$ cat config.mk
export PLATFORM = sky130hd
export DESIGN_NAME = utf8_decode_and_count
export DESIGN_NICKNAME = d
export VERILOG_FILES = /design/src/rtl/utf8dc_pkg.sv /design/src/rtl/utf8_decode_and_count.sv /design/src/rtl/utf8dc_in_stage.sv /design/src/rtl/utf8dc_core.sv /design/src/rtl/utf8dc_out_stage.sv
export SDC_FILE = /design/constraint.sdc
export NUM_CORES = 1
export LEC_CHECK = 0
export BUFFER_PORTS_ARGS = -buffer_cell sky130_fd_sc_hd__buf_2
export CORE_UTILIZATION = 59
export CTS_BUF_LIST = sky130_fd_sc_hd__clkbuf_8
export DETAILED_ROUTE_END_ITERATION = 6
export PLACE_DENSITY = 0.89
export RECOVER_POWER = 100
export SLEW_MARGIN = 20
export SYNTH_ARGS = -nofsm -noshare
export SYNTH_HDL_FRONTEND = slang
export SYNTH_SLANG_ARGS = --single-unit
export TNS_END_PERCENT = 20
$ cat constraint.sdc
create_clock -name clk -period 4.07 [get_ports clk]
set_input_delay 1.0175 -clock clk [delete_from_list [all_inputs] [get_ports clk]]
set_output_delay 1.0175 -clock clk [all_outputs]
set_load 0.01 [all_outputs]
$ cat src/rtl/utf8dc_pkg.sv
// ----------------------------------------------------------------------------
// utf8dc_pkg
// Types and constants shared by the UTF-8 decoder and character counter.
// ----------------------------------------------------------------------------
package utf8dc_pkg;

    localparam int CP_W       = 21;
    localparam int OUT_CNT_W  = 16;

    localparam logic [7:0] CONT_MASK  = 8'hC0;
    localparam logic [7:0] CONT_TAG   = 8'h80;
    localparam logic [2:0] LEAD2_TAG  = 3'b110;
    localparam logic [3:0] LEAD3_TAG  = 4'b1110;
    localparam logic [4:0] LEAD4_TAG  = 5'b11110;

    localparam logic [1:0] REM_NONE   = 2'd0;
    localparam logic [1:0] REM_ONE    = 2'd1;
    localparam logic [1:0] REM_TWO    = 2'd2;
    localparam logic [1:0] REM_THREE  = 2'd3;

    localparam logic [31:0] OUT_CNT_MAX = 32'h0000_FFFF;

    typedef struct packed {
        logic [7:0] byte_in;
        logic       last_byte;
    } byte_item_t;

    typedef struct packed {
        logic [CP_W-1:0]      code_point;
        logic                 point_valid;
        logic                 is_error;
        logic                 string_done;
        logic [OUT_CNT_W-1:0] char_count;
    } result_item_t;

endpackage

$ cat src/rtl/utf8_decode_and_count.sv
// ----------------------------------------------------------------------------
// utf8_decode_and_count
// Streaming UTF-8 decoder with a saturating character counter.
// ----------------------------------------------------------------------------
// One byte request is taken per clock cycle while byte_stall is low. Each byte
// passes through an input register, the decode logic and a result register. A
// result is written to the result register when its byte leaves the input
// register, and is held there until the receiver takes it. Bytes that complete
// no character, raise no error and do not end the string give no result. A
// stalled result holds the byte behind it in the input register, and the
// pipeline resumes at full rate as soon as the stall is released. The count
// saturates at 2^COUNT_BITS - 1 and is reported up to 65535.
// ----------------------------------------------------------------------------
module utf8_decode_and_count
    import utf8dc_pkg::*;
#(
    parameter int COUNT_BITS = 16
)
(
    input  logic         clk,
    input  logic         rst_n,
    input  logic         byte_valid,
    output logic         byte_stall,
    input  byte_item_t   byte_data,
    output logic         result_valid,
    input  logic         result_stall,
    output result_item_t result_data
);

    logic         held_valid;
    byte_item_t   held_item;
    logic         room;
    logic         fire;
    logic         has_result;
    result_item_t core_result;

    assign fire = held_valid && room;

    utf8dc_in_stage u_in_stage (
        .clk        (clk),
        .rst_n      (rst_n),
        .byte_valid (byte_valid),
        .byte_stall (byte_stall),
        .byte_data  (byte_data),
        .take       (room),
        .held_valid (held_valid),
        .held_item  (held_item)
    );

    utf8dc_core #(
        .COUNT_BITS (COUNT_BITS)
    ) u_core (
        .clk        (clk),
        .rst_n      (rst_n),
        .fire       (fire),
        .item       (held_item),
        .has_result (has_result),
        .result     (core_result)
    );

    utf8dc_out_stage u_out_stage (
        .clk          (clk),
        .rst_n        (rst_n),
        .load         (fire && has_result),
        .load_item    (core_result),
        .room         (room),
        .result_valid (result_valid),
        .result_stall (result_stall),
        .result_data  (result_data)
    );

endmodule

$ cat src/rtl/utf8dc_in_stage.sv
// ----------------------------------------------------------------------------
// utf8dc_in_stage
// Input register: holds one byte request until the decode stage takes it.
// ----------------------------------------------------------------------------
module utf8dc_in_stage
    import utf8dc_pkg::*;
(
    input  logic       clk,
    input  logic       rst_n,
    input  logic       byte_valid,
    output logic       byte_stall,
    input  byte_item_t byte_data,
    input  logic       take,
    output logic       held_valid,
    output byte_item_t held_item
);

    logic       valid_reg;
    logic       valid_next;
    byte_item_t item_reg;

    assign byte_stall = valid_reg && !take;
    assign valid_next = byte_stall ? valid_reg : byte_valid;

    always_ff @(posedge clk or negedge rst_n)
    begin
        if (!rst_n)
        begin
            valid_reg <= 1'b0;
        end
        else
        begin
            valid_reg <= valid_next;
        end
    end

    always_ff @(posedge clk)
    begin
        if (byte_valid && !byte_stall)
        begin
            item_reg <= byte_data;
        end
    end

    assign held_valid = valid_reg;
    assign held_item  = item_reg;

endmodule

$ cat src/rtl/utf8dc_core.sv
// ----------------------------------------------------------------------------
// utf8dc_core
// Decoder state and the per-byte decode, count and error logic.
// ----------------------------------------------------------------------------
module utf8dc_core
    import utf8dc_pkg::*;
#(
    parameter int COUNT_BITS = 16
)
(
    input  logic         clk,
    input  logic         rst_n,
    input  logic         fire,
    input  byte_item_t   item,
    output logic         has_result,
    output result_item_t result
);

    logic [1:0]            rem_reg;
    logic [1:0]            rem_next;
    logic [CP_W-1:0]       acc_reg;
    logic [CP_W-1:0]       acc_next;
    logic [COUNT_BITS-1:0] count_reg;
    logic [COUNT_BITS-1:0] count_next;
    logic                  skip_reg;
    logic                  skip_next;

    logic [7:0]            b;
    logic                  last;
    logic [CP_W-1:0]       cp;
    logic                  valid;
    logic                  err;
    logic [1:0]            rem_step;
    logic [CP_W-1:0]       acc_step;
    logic [COUNT_BITS-1:0] count_step;
    logic [31:0]           count_wide;

    assign b    = item.byte_in;
    assign last = item.last_byte;

    always_comb
    begin
        cp       = '0;
        valid    = 1'b0;
        err      = 1'b0;
        rem_step = rem_reg;
        acc_step = acc_reg;
        if (skip_reg)
        begin
            err = last;
        end
        else if (rem_reg == REM_NONE)
        begin
            priority if (!b[7])
            begin
                cp    = CP_W'(b);
                valid = 1'b1;
            end
            else if (b[7:5] == LEAD2_TAG)
            begin
                acc_step = CP_W'(b[4:0]);
                rem_step = REM_ONE;
            end
            else if (b[7:4] == LEAD3_TAG)
            begin
                acc_step = CP_W'(b[3:0]);
                rem_step = REM_TWO;
            end
            else if (b[7:3] == LEAD4_TAG)
            begin
                acc_step = CP_W'(b[2:0]);
                rem_step = REM_THREE;
            end
            else
            begin
                err = 1'b1;
            end
        end
        else if ((b & CONT_MASK) == CONT_TAG)
        begin
            acc_step = {acc_reg[CP_W-7:0], b[5:0]};
            rem_step = rem_reg - REM_ONE;
            if (rem_step == REM_NONE)
            begin
                cp    = acc_step;
                valid = 1'b1;
            end
        end
        else
        begin
            err = 1'b1;
        end

        if (!err && !valid && last && (rem_step != REM_NONE))
        begin
            err = 1'b1;
        end
    end

    assign count_step = (valid && (count_reg != '1)) ? count_reg + 1'b1 : count_reg;
    assign count_wide = 32'(count_step);

    always_comb
    begin
        rem_next   = rem_step;
        acc_next   = acc_step;
        count_next = count_step;
        skip_next  = skip_reg;
        if (err)
        begin
            skip_next = 1'b1;
            rem_next  = REM_NONE;
            acc_next  = '0;
        end
        if (last)
        begin
            rem_next   = REM_NONE;
            acc_next   = '0;
            count_next = '0;
            skip_next  = 1'b0;
        end
    end

    always_ff @(posedge clk or negedge rst_n)
    begin
        if (!rst_n)
        begin
            rem_reg   <= REM_NONE;
            acc_reg   <= '0;
            count_reg <= '0;
            skip_reg  <= 1'b0;
        end
        else if (fire)
        begin
            rem_reg   <= rem_next;
            acc_reg   <= acc_next;
            count_reg <= count_next;
            skip_reg  <= skip_next;
        end
    end

    assign has_result         = valid || err || last;
    assign result.code_point  = cp;
    assign result.point_valid = valid;
    assign result.is_error    = err;
    assign result.string_done = last;
    assign result.char_count  = (count_wide > OUT_CNT_MAX) ? '1 : count_wide[OUT_CNT_W-1:0];

endmodule

$ cat src/rtl/utf8dc_out_stage.sv
// ----------------------------------------------------------------------------
// utf8dc_out_stage
// Result register: holds one result until the receiver takes it.
// ----------------------------------------------------------------------------
module utf8dc_out_stage
    import utf8dc_pkg::*;
(
    input  logic         clk,
    input  logic         rst_n,
    input  logic         load,
    input  result_item_t load_item,
    output logic         room,
    output logic         result_valid,
    input  logic         result_stall,
    output result_item_t result_data
);

    logic         valid_reg;
    logic         valid_next;
    result_item_t item_reg;

    assign room       = !valid_reg || !result_stall;
    assign valid_next = room ? load : valid_reg;

    always_ff @(posedge clk or negedge rst_n)
    begin
        if (!rst_n)
        begin
            valid_reg <= 1'b0;
        end
        else
        begin
            valid_reg <= valid_next;
        end
    end

    always_ff @(posedge clk)
    begin
        if (room && load)
        begin
            item_reg <= load_item;
        end
    end

    assign result_valid = valid_reg;
    assign result_data  = item_reg;

endmodule
==> summary by stage, run 1 <==
Detailed routing
The first-pass detailed-route iteration total is 5. The number of DRC violations after detailed-routing iteration 0 is 375. The number of DRC violations after detailed routing is 0. Dividing the detail-routed wire length by the instance count gives 16.4 microns. The routed layout has 2761 vias. For this block, the routed nets add up to 7.39 mm of wire. The number of nets with antenna violations after routing is 0. In the routed layout, each cell is associated on average with a via count of 6.14.

Status
The run finished, with violations left. The final reports fail on capacitance limit, slew limit.

Die
The area inside the core boundary is 6350 sq um. The area of the die is 6880 sq um. From left edge to right edge, the die measures 83.0 microns. After floorplanning, the core was divided into 29 placement rows.

55 I/O pins were placed. The initial utilization of the core area, before any placement, comes to 0.609. Measured along the y axis, the die boundary spans 83.0 microns.

Synth
Synthesis inferred 85 register bits. The total number of yosys warnings is 0. The most common cell in the synthesized netlist is sky130_fd_sc_hd__edfxtp_1. Sorting the synthesized cells by area gives the leading types as sky130_fd_sc_hd__edfxtp_1 38%, sky130_fd_sc_hd__dfrtp_1 23%, sky130_fd_sc_hd__and2_1 3.7%. The average footprint of a synthesized cell is 12.3 sq um. The mapped netlist covers 3870 sq um.

The post-synth net total is 331. The proportion of register bits with asynchronous set or reset after synthesis is 0.424. The number of synthesized flops with an enable pin is 49. The synthesized netlist contains 58 unique library cells. Counting every instance in the synthesized netlist gives 315. The share of synthesized area occupied by flip-flops and latches is 0.613. Of the post-synthesis cell area, the dominant cell type holds 0.380. Counting instances in the post-synthesis netlist gives the leading cell types as 49 x sky130_fd_sc_hd__edfxtp_1, 36 x sky130_fd_sc_hd__dfrtp_1, 29 x sky130_fd_sc_hd__nand2_1, 23 x sky130_fd_sc_hd__and2_1, 15 x sky130_fd_sc_hd__a22o_1.

Among all flip-flop cells after synthesis, the most frequent one is sky130_fd_sc_hd__edfxtp_1. The leading area contributor after synthesis is sky130_fd_sc_hd__edfxtp_1.

Hold path
The type of the tightest min-delay check is reg2reg.

CTS
The clock-pin transition on the worst setup and hold timing paths is 90 ps. Clock tree synthesis selected as its root buffer the cell sky130_fd_sc_hd__clkbuf_8. For this design, the sink count on the clock tree is 85. The H-tree was split into 3 levels. After clock tree synthesis, the flow added hold-fix buffers numbering 0.

The post-CTS repair timing setup buffer count is 0. The clock tree from TritonCTS is done. At the later pin of the worst-skew pair, clock insertion delay measures 360 ps. The buffer depth of the longest clock path is 2. The total CTS buffers is 9. Post-CTS repair changed the size of 0 cells.

Power
In this run the power density over the cells is 556 nW/um^2. IR analysis of the VDD net gives a maximum drop of 0.000318 V. The analysis attributes to cell leakage a power of 1.64 nW. The overall power of the completed layout is 2.39 mW.

Critical path
The worst setup path is of the reg2reg kind. The highest net fanout along the worst path is 16. The kind of capture point of the worst setup path is a flip-flop. The type of origin of the critical path is a flip-flop. The critical path data arrival time is 3490 ps. The data required time of the worst path is 4320 ps.

STA
Across all setup checks in the final design, the least slack found is 829 ps. The final critical delay including setup and external delays is 3240 ps. The count of final setup violators is 0.

Setup repair after global routing left no endpoint under its margin. For this run, the top clock speed supported by timing is 0.309 GHz. Dividing the final minimum period by the clock period gives 0.796. The final max-slew violation count is 37.

The slew at the pin closest to its max-slew limit is 1980 ps. The final count of hold timing violations is 0. For the final routed database, the setup TNS stands at 0 ps. On the final layout, the worst clock skew is 14.0 ps. In this run the tightest slew margin relative to its limit is -0.319.

Placed design
The congestion estimate from routability-driven global placement came to 0.923. The placed wire-length estimate after detailed placement is 5.08 mm. Before CTS, the worst setup slack after placement is 1410 ps.

The number of I/O port buffers is 54. After detailed placement, the design holds a cell count of 434.

Cells and area
In the final design database the tool counted 384 nets. The finished layout holds 450 standard cells, fillers aside. The layout overhead on the synthesized area is 11.2%. The register with the most flip-flops in the layout has 40 of them. The repair_antennas step left the layout with diodes totalling 0.

In the final layout, the share of cells above drive strength 1 is 0.0938.

Run
Max-cap violations in this run came to 2.

Global routing
The global router's overall resource usage is 0.229. The number of antenna violations at the first check in global routing is 0. The first global-routing pass estimated 12.3 mm of wire. The total congestion overflow is 0. The largest net degree at the start of global routing is 41. The via count of the first global-routing pass is 2599.
[power breakdown]
part           total, mW  internal, mW  switching, mW
registers           1.23          1.11          0.119
clock network      0.608         0.293          0.315
logic              0.550         0.190          0.360
total               2.39          1.60          0.794
[logic make-up (layout without fill, tap and decap cells)]
| logic type | count (synthesis) | count (layout) | share of synthesized area |
|---|---|---|---|
| simple gates | 110 | 110 | 0.158 |
| flops | 85 | 85 | 0.613 |
| compound gates | 76 | 76 | 0.157 |
| buf+inv | 26 | 84 | 0.0278 |
| xor+xnor | 14 | 14 | 0.0317 |
| fa+ha+maj | 3 | 3 | 0.00971 |
| mux | 1 | 1 | 0.00259 |
[cell type report]
cell class	instances	area [sq um]
clock buffer	9	124
sequential	85	2370
timing repair buffer	57	236
tap	77	96.3
inverter	11	41.3
multi-input combinational	204	1350
clock inverter	7	81.3
fill	465	2050
[through the flow]
step                hold slack [ps]  cell area [sq um]  utilization
floorplan                       424               3870            -
global placement                477               4200        0.662
detailed placement              482               4200        0.662
CTS                             503               4410        0.694
global route                    521               4300        0.677
finish                          499               4300        0.677
[critical path, stage by stage, from the launching register on]
cell                        delay, ps
sky130_fd_sc_hd__dfrtp_1          390
sky130_fd_sc_hd__inv_1            100
sky130_fd_sc_hd__ha_1             370
sky130_fd_sc_hd__nand4bb_1        370
sky130_fd_sc_hd__a211oi_1         960
sky130_fd_sc_hd__o21ai_0          480
sky130_fd_sc_hd__a21o_1           280
sky130_fd_sc_hd__a21o_1           170
[path summary, 6_finish.rpt]
| path | to | start | slack (ps) | depth (start not counted) |
|---|---|---|---|---|
| min | u_core.acc_reg[10] | u_core.acc_reg[10] | 500 | 1 |
| max reg2reg | u_core.count_reg[4] | u_core.rem_reg[0] | 830 | 7 |
| min in group asynchronous | u_core.count_reg[4] | rst_n | 1210 | 1 |
| min reg2reg | u_core.acc_reg[10] | u_core.acc_reg[10] | 500 | 1 |
| max in group asynchronous | u_core.count_reg[3] | rst_n | 1730 | 1 |
| max | u_core.count_reg[4] | u_core.rem_reg[0] | 830 | 7 |
[cell usage in the layout (no fill, tap or decap), types with 3 or more instances in the layout]
cell type                   n
sky130_fd_sc_hd__a21o_1     5
sky130_fd_sc_hd__a21oi_1   11
sky130_fd_sc_hd__a22o_1    15
sky130_fd_sc_hd__a31o_1     3
sky130_fd_sc_hd__a31oi_1    4
sky130_fd_sc_hd__and2_0    13
sky130_fd_sc_hd__and2_1    11
sky130_fd_sc_hd__buf_2     11
sky130_fd_sc_hd__clkbuf_1  43
sky130_fd_sc_hd__clkbuf_8   9
sky130_fd_sc_hd__dfrtp_1   36
sky130_fd_sc_hd__edfxtp_1  49
sky130_fd_sc_hd__ha_1       3
sky130_fd_sc_hd__inv_1     11
sky130_fd_sc_hd__nand2_1   29
sky130_fd_sc_hd__nand2b_1   4
sky130_fd_sc_hd__nand3_1   13
sky130_fd_sc_hd__nand4_1    5
sky130_fd_sc_hd__nor2_1    11
sky130_fd_sc_hd__nor2b_1    5
sky130_fd_sc_hd__nor3_1     6
sky130_fd_sc_hd__o21ai_0    9
sky130_fd_sc_hd__o22ai_1    3
sky130_fd_sc_hd__o31ai_1    6
sky130_fd_sc_hd__xnor2_1   13
[layer usage]
| layer | vias up | GRT usage | wire [microns] |
|---|---|---|---|
| li1 | 1281 | - | - |
| met1 | 1333 | 0.305 | 3260 |
| met2 | 122 | 0.354 | 3500 |
| met3 | 25 | 0.0567 | 413 |
| met4 | 0 | 0.111 | 210 |
| met5 | - | 0 | 0 |
No activity file was read; power rests on OpenSTA's default activity.
==> inputs of run 2 (changes only) <==
ABC_AREA = 1   (was not set)
CORE_UTILIZATION = 54   (was 59)
PLACE_DENSITY = 0.85   (was 0.89)
clock period = 2.93 ns   (was 4.07 ns; I/O delays follow)
==> summary by stage, run 2 <==
STA
The final critical delay including setup and external delays was 2490 ps (-753 ps). The final clock skew is 13.1 ps (-0.811 ps). Setup repair after global routing left no endpoint under its margin. The final count of hold timing violations is 0 (unchanged). The final cycle utilization of the critical path was 0.849 (+0.0530). The maximum clock rate was 0.402 GHz (+30%). The summed negative setup slack over all endpoints is 0 ps (unchanged). The worst slew margin relative to its limit came to -0.333 (-0.0145).

The count of final setup violators is 0 (unchanged). The final max-slew violation count is 37 (unchanged). The slew at the pin closest to its max-slew limit came to 2000 ps (+21.8 ps).

Synth
The synthesized netlist cell count is 465 (+48%). The post-synth net total was 481 (+45%). After synthesis, the most frequently instantiated cells are 151 x sky130_fd_sc_hd__nand2_1, 63 x sky130_fd_sc_hd__inv_1, 50 x sky130_fd_sc_hd__nor2_1, 49 x sky130_fd_sc_hd__edfxtp_1, 37 x sky130_fd_sc_hd__nand3_1. The share of synthesized area occupied by flip-flops and latches was 0.580 (-0.0332). The proportion of register bits with asynchronous set or reset after synthesis is 0.424 (unchanged). The total number of yosys warnings is 0 (unchanged).

The distinct cell type count after synthesis is 32 (-45%). The post-synthesis register bit count was 85 (unchanged). The area share of the largest cell type after synthesis was 0.360 (-0.0206). The synthesized cell area was 4090 sq um (+5.7%).

The largest total area in the synthesized netlist belongs to sky130_fd_sc_hd__edfxtp_1. The number of synthesized flops with an enable pin is 49 (unchanged). Among all flip-flop cells after synthesis, the most frequent one is sky130_fd_sc_hd__edfxtp_1. Ranked by total cell area, the synthesized netlist is headed by sky130_fd_sc_hd__edfxtp_1 36%, sky130_fd_sc_hd__dfrtp_1 22%, sky130_fd_sc_hd__nand2_1 14%. The most common cell in the synthesized netlist is sky130_fd_sc_hd__nand2_1. The average footprint of a synthesized cell is 8.79 sq um (-28%).

Cells and area
The share of post-route cells with drive strength above 1 was 0.0868 (-0.00704). The layout overhead on the synthesized area is 12.8%. The final-layout fill cell count was 645 (+39%).

In the layout the commonest cells are 152 x sky130_fd_sc_hd__nand2_1, 64 x sky130_fd_sc_hd__inv_1, 50 x sky130_fd_sc_hd__nor2_1. Leaving out fill and tap cells, the most frequent cell in the layout is sky130_fd_sc_hd__nand2_1. The number of flip-flops under the largest register name came to 40 (unchanged). The final layout net count was 541 (+41%). The count of antenna diodes in the layout is 0 (unchanged).

Critical path
The critical path goes through inv_1 > ha_1 > nor2_1 > nand3_4 > inv_1 > nor2_4 > o21ai_4 > clkbuf_2. The type of origin of the critical path is a flip-flop. The cell seen most often among critical-path stages is sky130_fd_sc_hd__inv_1. The data required time of the worst path is 2950 ps (-1370 ps). The worst reg2reg path startpoint is u_core.rem_reg[0]. The delay contributed by the slowest stage of the critical path is 420 ps (-540 ps). The worst setup path is captured at a flip-flop. The critical path data arrival time came to 2510 ps (-980 ps). The worst register-to-register path ends at u_out_stage.result_data[6].

The critical path class is reg2reg. On the critical path, the stage with the largest delay is an instance of sky130_fd_sc_hd__clkbuf_2. The highest net fanout along the worst path is 17 (+1). The length in cells of the worst reg-to-reg path is 8 (+1). The first element of the critical path is u_core.rem_reg[0]. In this run the worst setup path terminates at u_out_stage.result_data[6]. The register-to-register setup slack was 440 ps (-390 ps).

Placed design
The last weighted congestion value of the routability-driven placer came to 0.952 (+3.1%). The number of I/O port buffers is 54 (unchanged). The placed wire-length estimate after detailed placement is 5.61 mm (+10%).

CTS
The total CTS buffers is 9 (unchanged). The buffer depth of the longest clock path came to 2 (unchanged). The clock tree from TritonCTS is done.

The root buffer cell is sky130_fd_sc_hd__clkbuf_8. The post-CTS repair timing setup buffer count is 0 (unchanged). The maximum level of the CTS H-tree is 3 (unchanged). The number of sinks handled by clock tree synthesis is 85 (unchanged). The number of gates resized after cts was 0 (unchanged). The clock insertion delay at the later pin of the skew report is 380 ps (+20 ps). The quantity of hold-fixing buffers added after cts is 0 (unchanged). The clock-pin transition on the worst setup and hold timing paths is 100 ps (about the same).

Die
The number of top-level design ports came to 55 (unchanged). The starting density of the core is 0.561 (-0.0483). The die boundary width is 89.0 microns (+7.3%). The area inside the core boundary is 7290 sq um (+15%). The area of the die is 7920 sq um (+15%). The floorplan row count is 31 (+6.9%).

The floorplan die height came to 89.0 microns (+7.3%).

Detailed routing
The total wire length is 8.21 mm (+11%). The via count of the routed design came to 3252 (+18%). The number of DRC violations after detailed-routing iteration 0 is 227 (-39%). The per-cell via count in the routed design was 5.17 (-16%). The number of DRC violations after detailed routing came to 0 (unchanged). The number of nets with antenna violations after routing is 0 (unchanged).

The first-pass detailed-route iteration total came to 5 (unchanged). The detailed-route wire length per cell is 13.1 microns (-20%).

Hold path
The worst hold path stage count is 2 (+1). The min-delay analysis places its worst path in the category reg2reg.

Power
The peak supply drop is 0.000695 V (+120%). The overall power of the completed layout came to 4.65 mW (+95%). The leakage component of the power is 2.02 nW (+23%). The power per standard cell area is 1010 nW/um^2 (+82%).

Global routing
The global-route wire length before repair is 13.4 mm (+8.7%). The global router's overall resource usage is 0.228 (-0.000891). The via count of the first global-routing pass came to 2939 (+13%). The number of antenna violations at the first check in global routing was 0 (unchanged). The largest net degree at the start of global routing is 37 (-9.8%). The total congestion overflow is 0 (unchanged).

Status
The flow ran to the end, but the final reports show violations. The checks that failed: capacitance limit, slew limit.

Run
The max capacitance violation total was 1 (-1).
[run 2: cell types whose count changed after synthesis, sizes merged, moves of 6 or more]
cell    change
and2       -17
xnor2      -12
a22o       -15
o31ai       -6
nor3        -6
nand3      +26
nand2     +124
inv        +55
nor2       +45
o21ai      +16
a21oi       -9
clkbuf     -10
[run 2: routing by layer]
metal / global-route usage / wire length [microns]
met1: 0.298 / 3630
met2: 0.369 / 3840
met3: 0.0554 / 609
met4: 0.0924 / 131
met5: 0 / 0
[run 2: logic make-up after synthesis]
logic type / synth area share
AND/OR/NAND/NOR: 0.274
flip-flops: 0.580
buffers and inverters: 0.0777
AO/OA/AOI/OAI: 0.0456
XOR/XNOR: 0.0129
adder cells (fa/ha/maj): 0.00918
[run 2: worst min-delay path by stage]
stage / from / end / slack [ps]
floorplan: rst_n / u_core.acc_reg[0] / 440
global placement: u_core.acc_reg[12] / u_core.acc_reg[12] / 470
detailed placement: u_core.acc_reg[12] / u_core.acc_reg[12] / 480
CTS: rst_n / u_core.acc_reg[4] / 470
global route: byte_data[2] / u_in_stage.held_item[2] / 510
finish: u_core.acc_reg[13] / u_core.acc_reg[13] / 500
[run 2: metrics by stage]
step | utilization | worst slack, ps | hold slack, ps | cells | area [sq um]
floorplan | - | 247 | 437 | 465 | 4090
global placement | 0.612 | 759 | 471 | 613 | 4470
detailed placement | 0.612 | 642 | 478 | 613 | 4470
CTS | 0.641 | 634 | 473 | 629 | 4680
global route | 0.632 | 292 | 514 | 629 | 4610
finish | 0.632 | 441 | 505 | 629 | 4610
[run 2: report_power, final]
group / leakage [nW] / internal (mW) / switching, mW
Clock: 0.110 / 0.416 / 0.475
Combinational: 0.942 / 0.507 / 1.19
Sequential: 0.967 / 1.81 / 0.257
[run 2: critical path, delay by kind of cell, from the launching register on]
family	cells	cell delay (ps)
buffers and inverters	3	670
and+or+nand+nor	3	630
DFF	1	390
adders and majority gates	1	280
AOI/OAI and AO/OA	1	160
[run 2: cell type report]
cell class / count / area, sq um / share of cell area
Tap cell: 99 / 124 / 0.0269
Sequential cell: 85 / 2370 / 0.515
Multi-Input combinational cell: 303 / 1400 / 0.304
Clock inverter: 7 / 86.3 / 0.0187
Clock buffer: 9 / 124 / 0.0269
Timing Repair Buffer: 59 / 249 / 0.0540
Inverter: 67 / 251 / 0.0545
==> inputs of run 3 (changes only) <==
CORE_UTILIZATION = 60   (was 54)
PLACE_DENSITY = 0.9   (was 0.85)
clock period = 2.4 ns   (was 2.93 ns; I/O delays follow)
==> summary by stage, run 3 (synthesis results as in run 2) <==
Cells and area
The number of flip-flops under the largest register name came to 40 (unchanged). The final layout net count was 542 (+0.18%). The count of antenna diodes in the layout is 0 (unchanged). The library cell used most frequently in the layout, excluding fill and tap cells, is sky130_fd_sc_hd__nand2_1.

In the layout the commonest cells are 151 x sky130_fd_sc_hd__nand2_1, 66 x sky130_fd_sc_hd__inv_1, 49 x sky130_fd_sc_hd__nor2_1, 49 x sky130_fd_sc_hd__edfxtp_1, 42 x sky130_fd_sc_hd__clkbuf_1. The sequential cell area in the final layout is 2370 sq um (unchanged). The share of post-route cells with drive strength above 1 is 0.0904 (+0.00360). The area taken by multi-input logic gates was 1410 sq um (+0.36%). The layout overhead on the synthesized area came to 12.9% (about the same). The final-layout fill cell count was 508 (-21%).

Die
The floorplan row count is 29 (-6.5%). The die boundary width is 84.6 microns (-5.0%). The area inside the core boundary is 6460 sq um (-11%). The starting density of the core is 0.633 (+0.0723).

The floorplan die height was 84.6 microns (-5.0%). The number of top-level design ports is 55 (unchanged). The area of the die is 7150 sq um (-9.8%).

Critical path
The critical path is of the reg2reg type. The number of cells on the critical path is 9 (+1). The length in cells of the worst reg-to-reg path was 9 (+1).

The cell with the largest stage delay on the worst path is sky130_fd_sc_hd__dfrtp_1. The critical path starts at u_core.rem_reg[1]. The highest net fanout along the worst path is 30 (+13). The worst reg2reg path startpoint is u_core.rem_reg[1]. STA classifies the critical path endpoint as a flip-flop. The critical path data arrival time is 2240 ps (-270 ps). The cell type group with the largest total delay on the critical path is simple AND/OR/NAND/NOR gates. The delay contributed by the slowest stage of the critical path is 390 ps (-30 ps).

The end of the worst register-to-register path is u_out_stage.result_data[14]. Among the stages of the critical path, the cell type that occurs most often is sky130_fd_sc_hd__nand2_1. The data required time of the worst path is 2440 ps (-510 ps). The worst setup path is launched from a flip-flop. The number of buffers and inverters on the critical path came to 2 (-1). The register-to-register setup slack is 210 ps (-240 ps). The signal on the critical path passes through inv_1 > ha_1 > nand2_2 > nor2_1 > nand2_1 > nand3_1 > nand2_1 > o21ai_4 > buf_8.

Placed design
The last weighted congestion value of the routability-driven placer was 0.895 (-6.0%). The placed wire-length estimate after detailed placement is 5.60 mm (-0.18%). The post-placement setup slack was 238 ps (-405 ps).

The number of I/O port buffers is 54 (unchanged).

Global routing
The via count of the first global-routing pass is 3035 (+3.3%). met2 is the most crowded layer. The global-route met1 utilization is 0.347 (+0.0492). The global-route wire length before repair is 13.9 mm (+4.1%). The total congestion overflow is 0 (unchanged). The global router's overall resource usage was 0.255 (+0.0271). The met3 capacity usage during global routing is 0.0452 (-0.0102).

The largest net degree at the start of global routing is 37 (unchanged). The number of antenna violations at the first check in global routing is 0 (unchanged). The global routing usage on met2 is 0.394 (+0.0254).

Power
The peak supply drop is 0.000684 V (-1.6%). The power per standard cell area was 1250 nW/um^2 (+24%). The leakage component of the power is 2.03 nW (+0.35%).

STA
The count of final setup violators is 0 (unchanged). The worst slew margin relative to its limit is 0.360 (+0.693). The final cycle utilization of the critical path is 0.915 (+0.0652). The worst path setup slack after routing was 205 ps (-236 ps). The final clock skew is 11.8 ps (-1.36 ps). The summed negative setup slack over all endpoints is 0 ps (unchanged). The slew at the pin closest to its max-slew limit is 961 ps (-1040 ps). The maximum clock rate is 0.456 GHz (+13%). The final max-slew violation count is 0 (-100%).

The final count of hold timing violations is 0 (unchanged). The final critical delay including setup and external delays is 2190 ps (-294 ps). Setup repair after global routing left no endpoint under its margin.

Detailed routing
The number of DRC violations after detailed routing was 4 (+4). The via count of the routed design is 3232 (-0.62%). The number of DRC violations after detailed-routing iteration 0 is 296 (+30%). The number of nets with antenna violations after routing is 0 (unchanged). The per-cell via count in the routed design is 5.32 (+2.8%). The first-pass detailed-route iteration total came to 7 (+2).

The total wire length is 8.27 mm (+0.69%). The detailed-route wire length per cell is 13.6 microns (+4.2%).

Status
The flow ran to the end, but the final reports show violations. The checks that failed: DRC.

Run
The max capacitance violation total is 0 (-1).

Hold path
The type of the tightest min-delay check is in2async.

CTS
The clock insertion delay at the later pin of the skew report was 360 ps (-20 ps). The buffer depth of the longest clock path was 2 (unchanged). The maximum level of the CTS H-tree came to 3 (unchanged). The clock-pin transition on the worst setup and hold timing paths is 90 ps (about the same). The total CTS buffers is 9 (unchanged). The number of sinks handled by clock tree synthesis is 85 (unchanged). TritonCTS built the clock tree.

The quantity of hold-fixing buffers added after cts is 0 (unchanged). The root buffer cell is sky130_fd_sc_hd__clkbuf_8. The number of gates resized after cts is 0 (unchanged).

The post-CTS repair timing setup buffer count came to 0 (unchanged).
## run 3: cell count changes in the layout (fill, tap and decap cells not counted), moves of 2 or more
cell / delta
sky130_fd_sc_hd__and2_1: -3
sky130_fd_sc_hd__inv_1: +2
sky130_fd_sc_hd__clkinvlp_4: +2
sky130_fd_sc_hd__and2_0: +3
sky130_fd_sc_hd__buf_4: +2
sky130_fd_sc_hd__inv_8: -3
## run 3: how the worst max path moves through the flow
stage                                             end  slack [ps]
after floorplan            u_out_stage.result_data[0]         110
after global placement    u_out_stage.result_data[29]         300
after detailed placement   u_out_stage.result_data[1]         240
after CTS                 u_out_stage.result_data[14]         220
after global routing      u_out_stage.result_data[11]          20
final                     u_out_stage.result_data[14]         210
## run 3: worst register-to-register path, cell delays in order (launching register included)
cell and delay, ps:
sky130_fd_sc_hd__dfrtp_1 390, sky130_fd_sc_hd__inv_1 130, sky130_fd_sc_hd__ha_1 290, sky130_fd_sc_hd__nand2_2 170, sky130_fd_sc_hd__nor2_1 150, sky130_fd_sc_hd__nand2_1 100
sky130_fd_sc_hd__nand3_1 140, sky130_fd_sc_hd__nand2_1 150, sky130_fd_sc_hd__o21ai_4 110, sky130_fd_sc_hd__buf_8 260
## run 3: layer usage
metal / share of wire / up-vias
met5: 0 / -
met4: 0.024 / 0
met3: 0.075 / 20
met2: 0.46 / 149
met1: 0.44 / 1471
li1: - / 1592
## run 3: power by group
| group | internal [mW] | total [mW] | switching, mW |
|---|---|---|---|
| registers | 2.21 | 2.52 | 0.315 |
| logic | 0.655 | 2.14 | 1.49 |
| clock network | 0.582 | 1.10 | 0.514 |
## run 3: stage by stage
step / instance area (sq um) / cells / power [mW] / hold WS [ps] / util
2_1_floorplan: 4100 / 465 / 4.03 / 304 / -
3_3_place_gp: 4460 / 592 / 4.66 / 471 / 0.690
3_5_place_dp: 4460 / 592 / 4.75 / 483 / 0.690
4_1_cts: 4670 / 608 / 5.86 / 362 / 0.724
5_1_grt: 4610 / 608 / 6.15 / 400 / 0.714
6_report: 4610 / 608 / 5.76 / 377 / 0.714
## run 3: cell type report
type,count,share of cell area
sequential,85,0.514
tap,77,0.0209
clock buffer,9,0.0268
inverter,67,0.0545
timing repair buffer,60,0.0586
multi-input combinational,303,0.305
clock inverter,7,0.0198
